==> config.mk <==
export PLATFORM = sky130hd
export DESIGN_NAME = button_gesture_classifier
export DESIGN_NICKNAME = d
export VERILOG_FILES = /design/src/sv/bgc_pkg.sv /design/src/sv/bgc_cfg_regs.sv /design/src/sv/bgc_fsm.sv /design/src/sv/button_gesture_classifier.sv
export SDC_FILE = /design/constraint.sdc
export NUM_CORES = 1
export LEC_CHECK = 0
export BUFFER_PORTS_ARGS = -buffer_cell sky130_fd_sc_hd__buf_2
export CAP_MARGIN = 20
export CORE_MARGIN = 2
export CORE_UTILIZATION = 50
export DETAILED_ROUTE_END_ITERATION = 6
export GPL_ROUTABILITY_DRIVEN = 0
export GPL_TIMING_DRIVEN = 1
export HOLD_SLACK_MARGIN = 0.06
export PLACE_DENSITY = 0.71
export SETUP_SLACK_MARGIN = 0.4
export SLEW_MARGIN = 10
export SYNTH_ARGS = -nofsm -noshare
export SYNTH_HDL_FRONTEND = slang
export SYNTH_SLANG_ARGS = --single-unit
==> constraint.sdc <==
create_clock -name clk -period 5.5 [get_ports clk]
set_input_delay 1.1 -clock clk [delete_from_list [all_inputs] [get_ports clk]]
set_output_delay 1.1 -clock clk [all_outputs]
set_load 0.02 [all_outputs]
==> src/sv/bgc_pkg.sv <==
// ----------------------------------------------------------------------------
// bgc_pkg
// Shared types, codes and helpers for the button gesture classifier.
// ----------------------------------------------------------------------------
package bgc_pkg;

  localparam int unsigned TickW = 16;
  localparam logic [TickW-1:0] TickMax = {TickW{1'b1}};

  // register indexes on the configuration port
  typedef enum logic [2:0] {
    REG_DEBOUNCE      = 3'd0,
    REG_LONG_PRESS    = 3'd1,
    REG_CLICK_RELEASE = 3'd2,
    REG_RELEASE_QUIET = 3'd3,
    REG_HOLD          = 3'd4,
    REG_RESET         = 3'd5
  } reg_index_t;

  // reset values of the registers
  localparam logic [TickW-1:0] DebounceInit     = 16'd10;
  localparam logic [TickW-1:0] LongPressInit    = 16'd3000;
  localparam logic [TickW-1:0] ClickReleaseInit = 16'd200;
  localparam logic [TickW-1:0] ReleaseQuietInit = 16'd100;
  localparam logic [TickW-1:0] HoldInit         = 16'd6000;
  localparam logic [TickW-1:0] ResetInit        = 16'd10000;

  // gesture codes on the result
  typedef enum logic [2:0] {
    EV_NONE         = 3'd0,
    EV_CLICK        = 3'd1,
    EV_DOUBLE_CLICK = 3'd2,
    EV_LONG_PRESS   = 3'd3,
    EV_HOLD         = 3'd4
  } event_t;

  // classifier phases
  typedef enum logic [2:0] {
    PH_WAIT_RELEASE = 3'd0,
    PH_ARMED        = 3'd1,
    PH_DEBOUNCE     = 3'd2,
    PH_PRESS        = 3'd3,
    PH_CLICK_WAIT   = 3'd4,
    PH_SECOND_PRESS = 3'd5,
    PH_SECOND_REL   = 3'd6,
    PH_LONG_WAIT    = 3'd7
  } phase_t;

  // thresholds as seen by the classifier
  typedef struct packed {
    logic [TickW-1:0] debounce_ticks;
    logic [TickW-1:0] long_press_ticks;
    logic [TickW-1:0] click_release_ticks;
    logic [TickW-1:0] release_quiet_ticks;
    logic [TickW-1:0] hold_ticks;
    logic [TickW-1:0] reset_ticks;
  } cfg_t;

  // saturating tick increment
  function automatic logic [TickW-1:0] tick_inc(input logic [TickW-1:0] v);
    tick_inc = (v == TickMax) ? TickMax : v + 1'b1;
  endfunction

endpackage

==> src/sv/bgc_cfg_regs.sv <==
// ----------------------------------------------------------------------------
// bgc_cfg_regs
// Threshold registers, written through the configuration channel.
// ----------------------------------------------------------------------------
module bgc_cfg_regs (
  input  logic                        clk,
  input  logic                        rst,
  input  logic                        wr_en,
  input  logic [2:0]                  wr_index,
  input  logic [bgc_pkg::TickW-1:0]   wr_data,
  output bgc_pkg::cfg_t               cfg
);

  bgc_pkg::cfg_t regs;

  // decode the index, unknown indexes are dropped
  always_ff @(posedge clk) begin
    if (rst) begin
      regs.debounce_ticks      <= bgc_pkg::DebounceInit;
      regs.long_press_ticks    <= bgc_pkg::LongPressInit;
      regs.click_release_ticks <= bgc_pkg::ClickReleaseInit;
      regs.release_quiet_ticks <= bgc_pkg::ReleaseQuietInit;
      regs.hold_ticks          <= bgc_pkg::HoldInit;
      regs.reset_ticks         <= bgc_pkg::ResetInit;
    end else if (wr_en) begin
      unique case (wr_index)
        bgc_pkg::REG_DEBOUNCE:      regs.debounce_ticks      <= wr_data;
        bgc_pkg::REG_LONG_PRESS:    regs.long_press_ticks    <= wr_data;
        bgc_pkg::REG_CLICK_RELEASE: regs.click_release_ticks <= wr_data;
        bgc_pkg::REG_RELEASE_QUIET: regs.release_quiet_ticks <= wr_data;
        bgc_pkg::REG_HOLD:          regs.hold_ticks          <= wr_data;
        bgc_pkg::REG_RESET:         regs.reset_ticks         <= wr_data;
        default: ;
      endcase
    end
  end

  assign cfg = regs;

endmodule

==> src/sv/bgc_fsm.sv <==
// ----------------------------------------------------------------------------
// bgc_fsm
// Gesture state machine with saturating press and release timers.
// ----------------------------------------------------------------------------
module bgc_fsm (
  input  logic                  clk,
  input  logic                  rst,
  input  logic                  step,
  input  logic                  key_down,
  input  logic                  display_on,
  input  bgc_pkg::cfg_t         cfg,
  output bgc_pkg::event_t       event_code,
  output logic                  reset_request
);

  bgc_pkg::phase_t             phase, phase_next;
  logic [bgc_pkg::TickW-1:0]   press_ticks, press_ticks_next;
  logic [bgc_pkg::TickW-1:0]   release_ticks, release_ticks_next;
  logic [bgc_pkg::TickW-1:0]   press_inc, release_inc;
  bgc_pkg::event_t             ev;

  assign press_inc   = bgc_pkg::tick_inc(press_ticks);
  assign release_inc = bgc_pkg::tick_inc(release_ticks);

  // state registers, advanced once per item
  always_ff @(posedge clk) begin
    if (rst) begin
      phase         <= bgc_pkg::PH_WAIT_RELEASE;
      press_ticks   <= '0;
      release_ticks <= '0;
    end else if (step) begin
      phase         <= phase_next;
      press_ticks   <= press_ticks_next;
      release_ticks <= release_ticks_next;
    end
  end

  // next state and gesture for the current item
  always_comb begin
    phase_next         = phase;
    press_ticks_next   = press_ticks;
    release_ticks_next = release_ticks;
    ev                 = bgc_pkg::EV_NONE;
    reset_request      = 1'b0;
    unique case (phase)
      bgc_pkg::PH_WAIT_RELEASE: begin
        if (!key_down) phase_next = bgc_pkg::PH_ARMED;
      end
      bgc_pkg::PH_ARMED: begin
        if (key_down) begin
          phase_next       = bgc_pkg::PH_DEBOUNCE;
          press_ticks_next = '0;
        end
      end
      bgc_pkg::PH_DEBOUNCE: begin
        press_ticks_next = press_inc;
        if (!key_down) phase_next = bgc_pkg::PH_WAIT_RELEASE;
        else if (press_inc > cfg.debounce_ticks) phase_next = bgc_pkg::PH_PRESS;
      end
      bgc_pkg::PH_PRESS: begin
        if (key_down) begin
          press_ticks_next = press_inc;
          if (press_inc > cfg.long_press_ticks) begin
            ev                 = bgc_pkg::EV_LONG_PRESS;
            release_ticks_next = '0;
            phase_next         = bgc_pkg::PH_LONG_WAIT;
          end
        end else begin
          release_ticks_next = '0;
          phase_next         = bgc_pkg::PH_CLICK_WAIT;
        end
      end
      bgc_pkg::PH_CLICK_WAIT: begin
        if (!key_down) begin
          // compare the count from before this tick
          release_ticks_next = release_inc;
          if (release_ticks > cfg.click_release_ticks) begin
            ev         = bgc_pkg::EV_CLICK;
            phase_next = bgc_pkg::PH_WAIT_RELEASE;
          end
        end else begin
          phase_next         = bgc_pkg::PH_SECOND_PRESS;
          press_ticks_next   = '0;
          release_ticks_next = '0;
        end
      end
      bgc_pkg::PH_SECOND_PRESS: begin
        if (key_down) begin
          press_ticks_next   = press_inc;
          release_ticks_next = '0;
          if (press_inc > cfg.debounce_ticks) phase_next = bgc_pkg::PH_SECOND_REL;
        end else begin
          press_ticks_next   = '0;
          release_ticks_next = release_inc;
          if (release_inc > cfg.release_quiet_ticks) phase_next = bgc_pkg::PH_WAIT_RELEASE;
        end
      end
      bgc_pkg::PH_SECOND_REL: begin
        // a press here leaves both timers alone
        if (!key_down) begin
          release_ticks_next = release_inc;
          if (release_inc > cfg.release_quiet_ticks) begin
            ev         = bgc_pkg::EV_DOUBLE_CLICK;
            phase_next = bgc_pkg::PH_WAIT_RELEASE;
          end
        end
      end
      bgc_pkg::PH_LONG_WAIT: begin
        if (!key_down) begin
          release_ticks_next = release_inc;
          if (release_inc > cfg.release_quiet_ticks) phase_next = bgc_pkg::PH_WAIT_RELEASE;
        end else begin
          press_ticks_next = press_inc;
          if (press_inc == cfg.hold_ticks) begin
            // hold only on the tick the count newly reaches the limit
            if (press_ticks != cfg.hold_ticks) ev = bgc_pkg::EV_HOLD;
          end else if (press_inc > cfg.reset_ticks) begin
            reset_request      = 1'b1;
            phase_next         = bgc_pkg::PH_WAIT_RELEASE;
            press_ticks_next   = '0;
            release_ticks_next = '0;
          end
        end
      end
      default: phase_next = bgc_pkg::PH_WAIT_RELEASE;
    endcase
    // display off forces idle and mutes the gesture, not the reset request
    if (!display_on) begin
      phase_next = bgc_pkg::PH_WAIT_RELEASE;
      ev         = bgc_pkg::EV_NONE;
    end
  end

  assign event_code = ev;

endmodule

==> src/sv/button_gesture_classifier.sv <==
// ----------------------------------------------------------------------------
// button_gesture_classifier
// Classifies button samples into click, double click, long press and hold.
// ----------------------------------------------------------------------------
//  channel | signals                                   | direction
//  --------+-------------------------------------------+----------
//  in      | in_valid, in_ready, key_down, display_on  | sink
//  out     | out_valid, out_ready, event_code,         | source
//          | reset_request                             |
//  cfg     | cfg_valid, cfg_ready, cfg_index, cfg_data | sink
//
// one item per cycle sustained while out_ready is high; an item's result passes
// through the input register, then the result register.
// the state machine advances when an item moves from the input register
// into the result register, so each item sees the state left by the one before.
// a stalled result holds both registers; in_ready stays high whenever the
// input register is empty or moving on. reset restores the thresholds and
// returns to the wait-for-release phase with both timers cleared.
// ----------------------------------------------------------------------------
module button_gesture_classifier (
  input  logic                        clk,
  input  logic                        rst,
  input  logic                        in_valid,
  output logic                        in_ready,
  input  logic                        key_down,
  input  logic                        display_on,
  output logic                        out_valid,
  input  logic                        out_ready,
  output logic [2:0]                  event_code,
  output logic                        reset_request,
  input  logic                        cfg_valid,
  output logic                        cfg_ready,
  input  logic [2:0]                  cfg_index,
  input  logic [bgc_pkg::TickW-1:0]   cfg_data
);

  bgc_pkg::cfg_t   cfg;
  logic            in_full;
  logic            in_key;
  logic            in_disp;
  logic            advance;
  bgc_pkg::event_t step_event;
  logic            step_reset;
  logic [2:0]      event_reg;
  logic            reset_reg;

  // configuration is always taken
  assign cfg_ready = 1'b1;

  bgc_cfg_regs u_cfg (
    .clk      (clk),
    .rst      (rst),
    .wr_en    (cfg_valid),
    .wr_index (cfg_index),
    .wr_data  (cfg_data),
    .cfg      (cfg)
  );

  // pipeline flow
  assign advance  = in_full && (!out_valid || out_ready);
  assign in_ready = !in_full || advance;

  // input register
  always_ff @(posedge clk) begin
    if (rst) begin
      in_full <= 1'b0;
    end else if (in_ready) begin
      in_full <= in_valid;
    end
  end

  always_ff @(posedge clk) begin
    if (in_valid && in_ready) begin
      in_key  <= key_down;
      in_disp <= display_on;
    end
  end

  bgc_fsm u_fsm (
    .clk           (clk),
    .rst           (rst),
    .step          (advance),
    .key_down      (in_key),
    .display_on    (in_disp),
    .cfg           (cfg),
    .event_code    (step_event),
    .reset_request (step_reset)
  );

  // result register
  always_ff @(posedge clk) begin
    if (rst) begin
      out_valid <= 1'b0;
    end else if (!out_valid || out_ready) begin
      out_valid <= in_full;
    end
  end

  always_ff @(posedge clk) begin
    if (advance) begin
      event_reg <= step_event;
      reset_reg <= step_reset;
    end
  end

  assign event_code    = event_reg;
  assign reset_request = reset_reg;

endmodule
### After elaboration in Yosys (flattened, before gate mapping)

Cells that the tools add are included.

| storage, ports and cells | value |
|---|---|
| register bits after elaboration | 139 |
| word-level logic and storage cells | 123 |
| output and inout bits | 7 |

| cells by class | value |
|---|---|
| $lt $le $gt $ge | 5 |
| add/subtract/negate cells | 2 |
| reduce and logical (&&, ||, !) cells | 22 |
| muxes and demuxes | 45 |
| equality and inequality tests | 32 |
| bitwise logic cells | 2 |

Operators with widths:

| kind | number |
|---|---|
| 16-bit 2-to-1 mux | 15 |
| 16-bit greater-than comparator | 5 |
| 16-bit one-hot mux with 5 select lines | 1 |
| 3-bit 2-to-1 mux | 22 |
| 16-bit one-hot mux with 4 select lines | 1 |
| 16-bit by 1-bit adder with 16-bit output, second input constant | 2 |
| 16-bit equality test, second input constant | 2 |
| 3-bit one-hot mux with 8 select lines | 1 |
| 4-bit by 3-bit inequality test with 1-bit output, second input constant | 5 |
| 3-bit equality test, second input constant | 6 |
| 16-bit equality test | 1 |
| 16-bit inequality test | 1 |
| 3-bit by 2-bit equality test with 1-bit output, second input constant | 4 |
| 3-bit inequality test, second input constant | 4 |
| 3-bit one-hot mux with 4 select lines | 1 |
| 2-bit AND reduction | 6 |
| 10-bit AND reduction | 1 |
| 3-bit by 1-bit equality test with 1-bit output, second input constant | 2 |
| 3-bit zero test | 2 |
| 2-bit inequality test, second input constant | 3 |
| 3-bit by 2-bit inequality test with 1-bit output, second input constant | 2 |
| 6-bit AND reduction | 1 |
| 5-bit AND reduction | 1 |
| 5-bit nonzero test | 1 |
| 11 further kinds | 18 |

### Logic depth before layout (Yosys ltp)

| depth | value |
|---|---|
| depth after elaboration | 8 |
| mapped depth | 19 |

### Cells and area by module

Synthesis repeated with hierarchy kept, for this count alone.

| unflattened totals | value |
|---|---|
| cells, all modules | 1078 |
| area, all modules | 9397.8 µm² |

Modules (own cells, without submodules):

| module | area an instance (µm²) | cells each | instances |
|---|---|---|---|
| bgc_fsm | 5260.0 | 702 | 1 |
| bgc_cfg_regs | 3842.4 | 358 | 1 |
| button_gesture_classifier | 295.3 | 18 | 1 |

### Worst setup path before layout

OpenSTA, ideal clock, no wires.

| timing | value |
|---|---|
| path kind | flip-flop to flip-flop |
| from | register u_fsm.press_ticks[0] in the netlist's numbering |
| to | register u_fsm.release_ticks[10] in the netlist's numbering |
| period minus slack after synthesis | 3631 ps |
| slack | 1869 ps |
| library setup time | 126 ps |
| required time | 5374 ps |
| arrival time | 3505 ps |
| cell stages (with the launch flop) | 16 |
| path through | dfxtp_1 -> ha_1 -> nand3_1 -> nor4_1 -> mux2i_1 -> inv_1 -> ha_1 -> nand4_1 -> or2_2 -> o221ai_1 -> o31a_1 -> nor2_1 -> a211oi_1 -> o22a_1 -> clkbuf_1 -> o21ai_0 |

| between the ends | value |
|---|---|
| word-level cells in the longest chain between the ends | 5 |

Ends and longest elaborated chain:

| item | line | source |
|---|---|---|
| start, declared | bgc_fsm.sv:17 | `logic [bgc_pkg::TickW-1:0] press_ticks, press_ticks_next;` |
| start signal, assigned | bgc_fsm.sv:33 | `press_ticks <= press_ticks_next;` |
| 16-bit by 1-bit adder with 16-bit output / 16-bit equality test (equally long branches) | bgc_pkg.sv:61 | `tick_inc = (v == TickMax) ? TickMax : v + 1'b1;` |
| 16-bit 2-to-1 mux (*) | bgc_pkg.sv:61 |  |
| 16-bit greater-than comparator, or another cell as far along | bgc_fsm.sv:117 | `end else if (press_inc > cfg.reset_ticks) begin` |
| 3-bit by 2-bit inequality test with 1-bit output (no source line) / 3-bit inequality test (equally long branches) | -- |  |
| 6-bit AND reduction (no source line) (*) | -- |  |
| end signal, assigned | bgc_fsm.sv:34 | `release_ticks <= release_ticks_next;` |
| end, declared | bgc_fsm.sv:18 | `logic [bgc_pkg::TickW-1:0] release_ticks, release_ticks_next;` |

Mark *: on every way between the ends. The rest lies on a longest branch, timed or not.
A chain may end at the register's enable or synchronous reset.

### Worst setup path after layout

| timing | value |
|---|---|
| from | register u_fsm.press_ticks[0] in the netlist's numbering |
| to | register u_fsm.release_ticks[4] in the netlist's numbering |

Same word-level chain as after synthesis.

==> reports/results.tsv <==
metric	value	unit
synthesis.nets	1259	
finish.utilization	55.7	%
num_rows	48	
grt_usage	26.3	%
max_slew_margin	25.8	%
synth_top_flop_cell	dfxtp_1	
start_util	50.9	%
yosysMostFrequentCell	nand2_1	
clkLatencyLatePin	0.43	ns
crit_family	compound AO/OA/AOI/OAI gates	
post-route-drc-count	0	
path_clk_slew	0.06	ns
async_flop_share	0	%
p_total	2.32	mW
drive_gt1_share	7.65	%
grt_max_degree	107	
slew_viol_final	0	
worstMarginPinSlew	1.11	ns
hold_viol_final	0	
grt_pass1_wl	37.8	mm
die_x	136	µm
fin_nets	1259	
comb_power_share	6.3	%
drt-total-wl	23.6	mm
setup-violations-final	0	
syn_area	8750	µm²
cts_tree	done	
cts.sinks	139	
grt-ovfl-total	0	
drt-initial-drc-count	882	
critical_path.max_stage_delay	0.56	ns
finClkSkew	0.0104	ns
hold_class	reg -> reg	
crit_buf_inv	1	
antenna_found_initial	2	
fillers	1622	
vdd_ir_drop_max	0.222	mV
synth.top_cell.area_share	30.4	%
finalWorstPathRequiredPeriod	4.77	ns
place_area	8970	µm²
worstPathMaxFanout	16	
yosysUniqueCellTypes	70	
first_pass_iters	5	
crit_top_cell	ha_1	
path_class	reg -> reg	
dieHeight	136	µm
worstPathRequired	5.79	ns
fp.coreArea	17200	µm²
cp_slowest_cell	dfxtp_1	
viasPerCell	5.80	
die_area	18600	µm²
tns	0	ns
swShare	24.0	%
multiInputGateArea	5220	µm²
finalCritPeriodShare	86.7	%
rsz0062_at_grt	false	
powerDensity	243	nW/µm²
ys_top_cells_by_area	dfxtp_1, ha_1, nand2_1, a21oi_1, inv_1	
clockBufferDepth	2	
synthCells	1151	
port_buffers	31	
synth_top_cells_by_count	nand2_1, dfxtp_1, inv_1, a21oi_1, ha_1	
yosysSeqAreaShare	32.5	%
p_leak	3.95	nW
status	completed	
num_vias	8074	
yosys.area.top_type	dfxtp_1	
wl_per_cell	17.0	µm
area_growth	9.25	%
ff_latch_area	2840	µm²
fin_area	9560	µm²
hold_ws	0.452	ns
synth-edff-count	6	
power_frac_seq	45.2	%
cp.arrival	5.06	ns
syn_area_per_cell	7.60	µm²
startpoint_type	flop	
boundaryPins	33	
critPathCaptureType	flop	
root_buffer	clkbuf_16	
grt_pass1_vias	7140	
cts_made_buffers	17	
clock.fmax	210	MHz
ys_ff_latch	139	
p_int	1.76	mW
drtAntennaViolNets	0	
p_sw	0.558	mW
clkPwrFrac	48.4	%
cp_cell_sequence	ha_1 -> nand3_1 -> nor4_1 -> mux2i_1 -> inv_1 -> ha_1 -> nand4_1 -> or2_2 -> o221ai_1 -> o31a_1 -> nor2_1 -> a211oi_1 -> o22a_1 -> o21ai_0	
h-tree-depth	4	
dp_hpwl	17.2	mm
yosysWarnings	0	
cts.hold.buffers_added	0	
maxCapViolCount	0	
per-layer routing:
metal  vias up  GRT usage (%)  wire, µm
met5         -              0         0
li1       3962              -         -
met1      3747           38.0     11000
met2       332           39.8     10400
met3        33           4.96      1750
met4         0           7.81       391
state kept, by name, indices dropped and copies added, names as in the netlist:
name                 count
event_code               3
in_disp                  1
reset_request            1
u_fsm.press_ticks       16
in_key                   1
u_cfg.cfg               96
u_fsm.release_ticks     16
out_valid                1
u_fsm.phase              3
in_full                  1
through the flow:
| stage | setup WS, ns | std cells |
|---|---|---|
| after CTS | 0.776 | 1389 |
| after detailed placement | 0.801 | 1357 |
| final | 0.730 | 1391 |
| after global placement | 1.01 | 1357 |
| after floorplan | 1.87 | 1151 |
| after global routing | 0.455 | 1391 |
cell usage in the layout (no fill, tap or decap), drive strengths merged, types with 14 or more instances in the layout:
| cell type | Yosys | final |
|---|---|---|
| clkbuf | 38 | 22 |
| and3 | 14 | 14 |
| nor2 | 48 | 48 |
| o21ai | 56 | 56 |
| nand3b | 18 | 18 |
| xnor2 | 29 | 29 |
| inv | 116 | 117 |
| nand3 | 29 | 29 |
| a21oi | 109 | 109 |
| nand2 | 253 | 253 |
| dfxtp | 133 | 133 |
| nand4 | 31 | 31 |
| buf | 16 | 35 |
| ha | 82 | 82 |
layout make-up:
| class | instances | area share, % |
|---|---|---|
| tap | 225 | 2.95 |
| multi-input combinational | 841 | 54.6 |
| clock buffer | 22 | 5.18 |
| timing repair buffer | 35 | 1.96 |
| clock inverter | 10 | 0.903 |
| antenna | 2 | 0.0524 |
| inverter | 117 | 4.59 |
| sequential | 139 | 29.7 |
worst min-delay path: cells and delay by family, from the launching register on:
family,cells,cell delay (ns)
flip-flops,1,0.31
AND/OR/NAND/NOR,1,0.05
AO/OA/AOI/OAI,1,0.05
power by group through the flow:
stage / combinational [mW] / clock, mW / sequential (mW)
after floorplan: 0.0911 / 0 / 1.07
after global placement: 0.143 / 0 / 1.07
after detailed placement: 0.145 / 0 / 1.07
after CTS: 0.146 / 1.14 / 1.05
after global routing: 0.164 / 1.18 / 1.05
final: 0.147 / 1.12 / 1.05
path summary, 6_finish.rpt:
| check | startpoint | to | slack (ns) | depth (start not counted) |
|---|---|---|---|---|
| worst min-delay path | u_cfg.cfg[90]$_SDFFE_PP0P_ | u_cfg.cfg[90]$_SDFFE_PP0P_ | 0.45 | 2 |
| worst min register to register | u_cfg.cfg[90]$_SDFFE_PP0P_ | u_cfg.cfg[90]$_SDFFE_PP0P_ | 0.45 | 2 |
| worst max register to register | u_fsm.press_ticks[0]$_SDFFE_PP0P_ | u_fsm.release_ticks[4]$_SDFFE_PP0P_ | 0.73 | 14 |
| worst max-delay path | u_fsm.press_ticks[0]$_SDFFE_PP0P_ | u_fsm.release_ticks[4]$_SDFFE_PP0P_ | 0.73 | 14 |
kinds of logic after synthesis:
group | share of synthesized area (%)
XOR/XNOR | 3.40
AO/OA/AOI/OAI | 17.6
buffers and inverters | 7.85
other | 0.0429
AND/OR/NAND/NOR | 25.9
adder cells (fa/ha/maj) | 11.7
multiplexers | 0.915
flip-flops | 32.5
timing repair:
action	CTS	global route
resized for setup	0	1
setup endpoints to repair	0	5
setup buffers	0	0
Power figures use the tool's default switching activity.
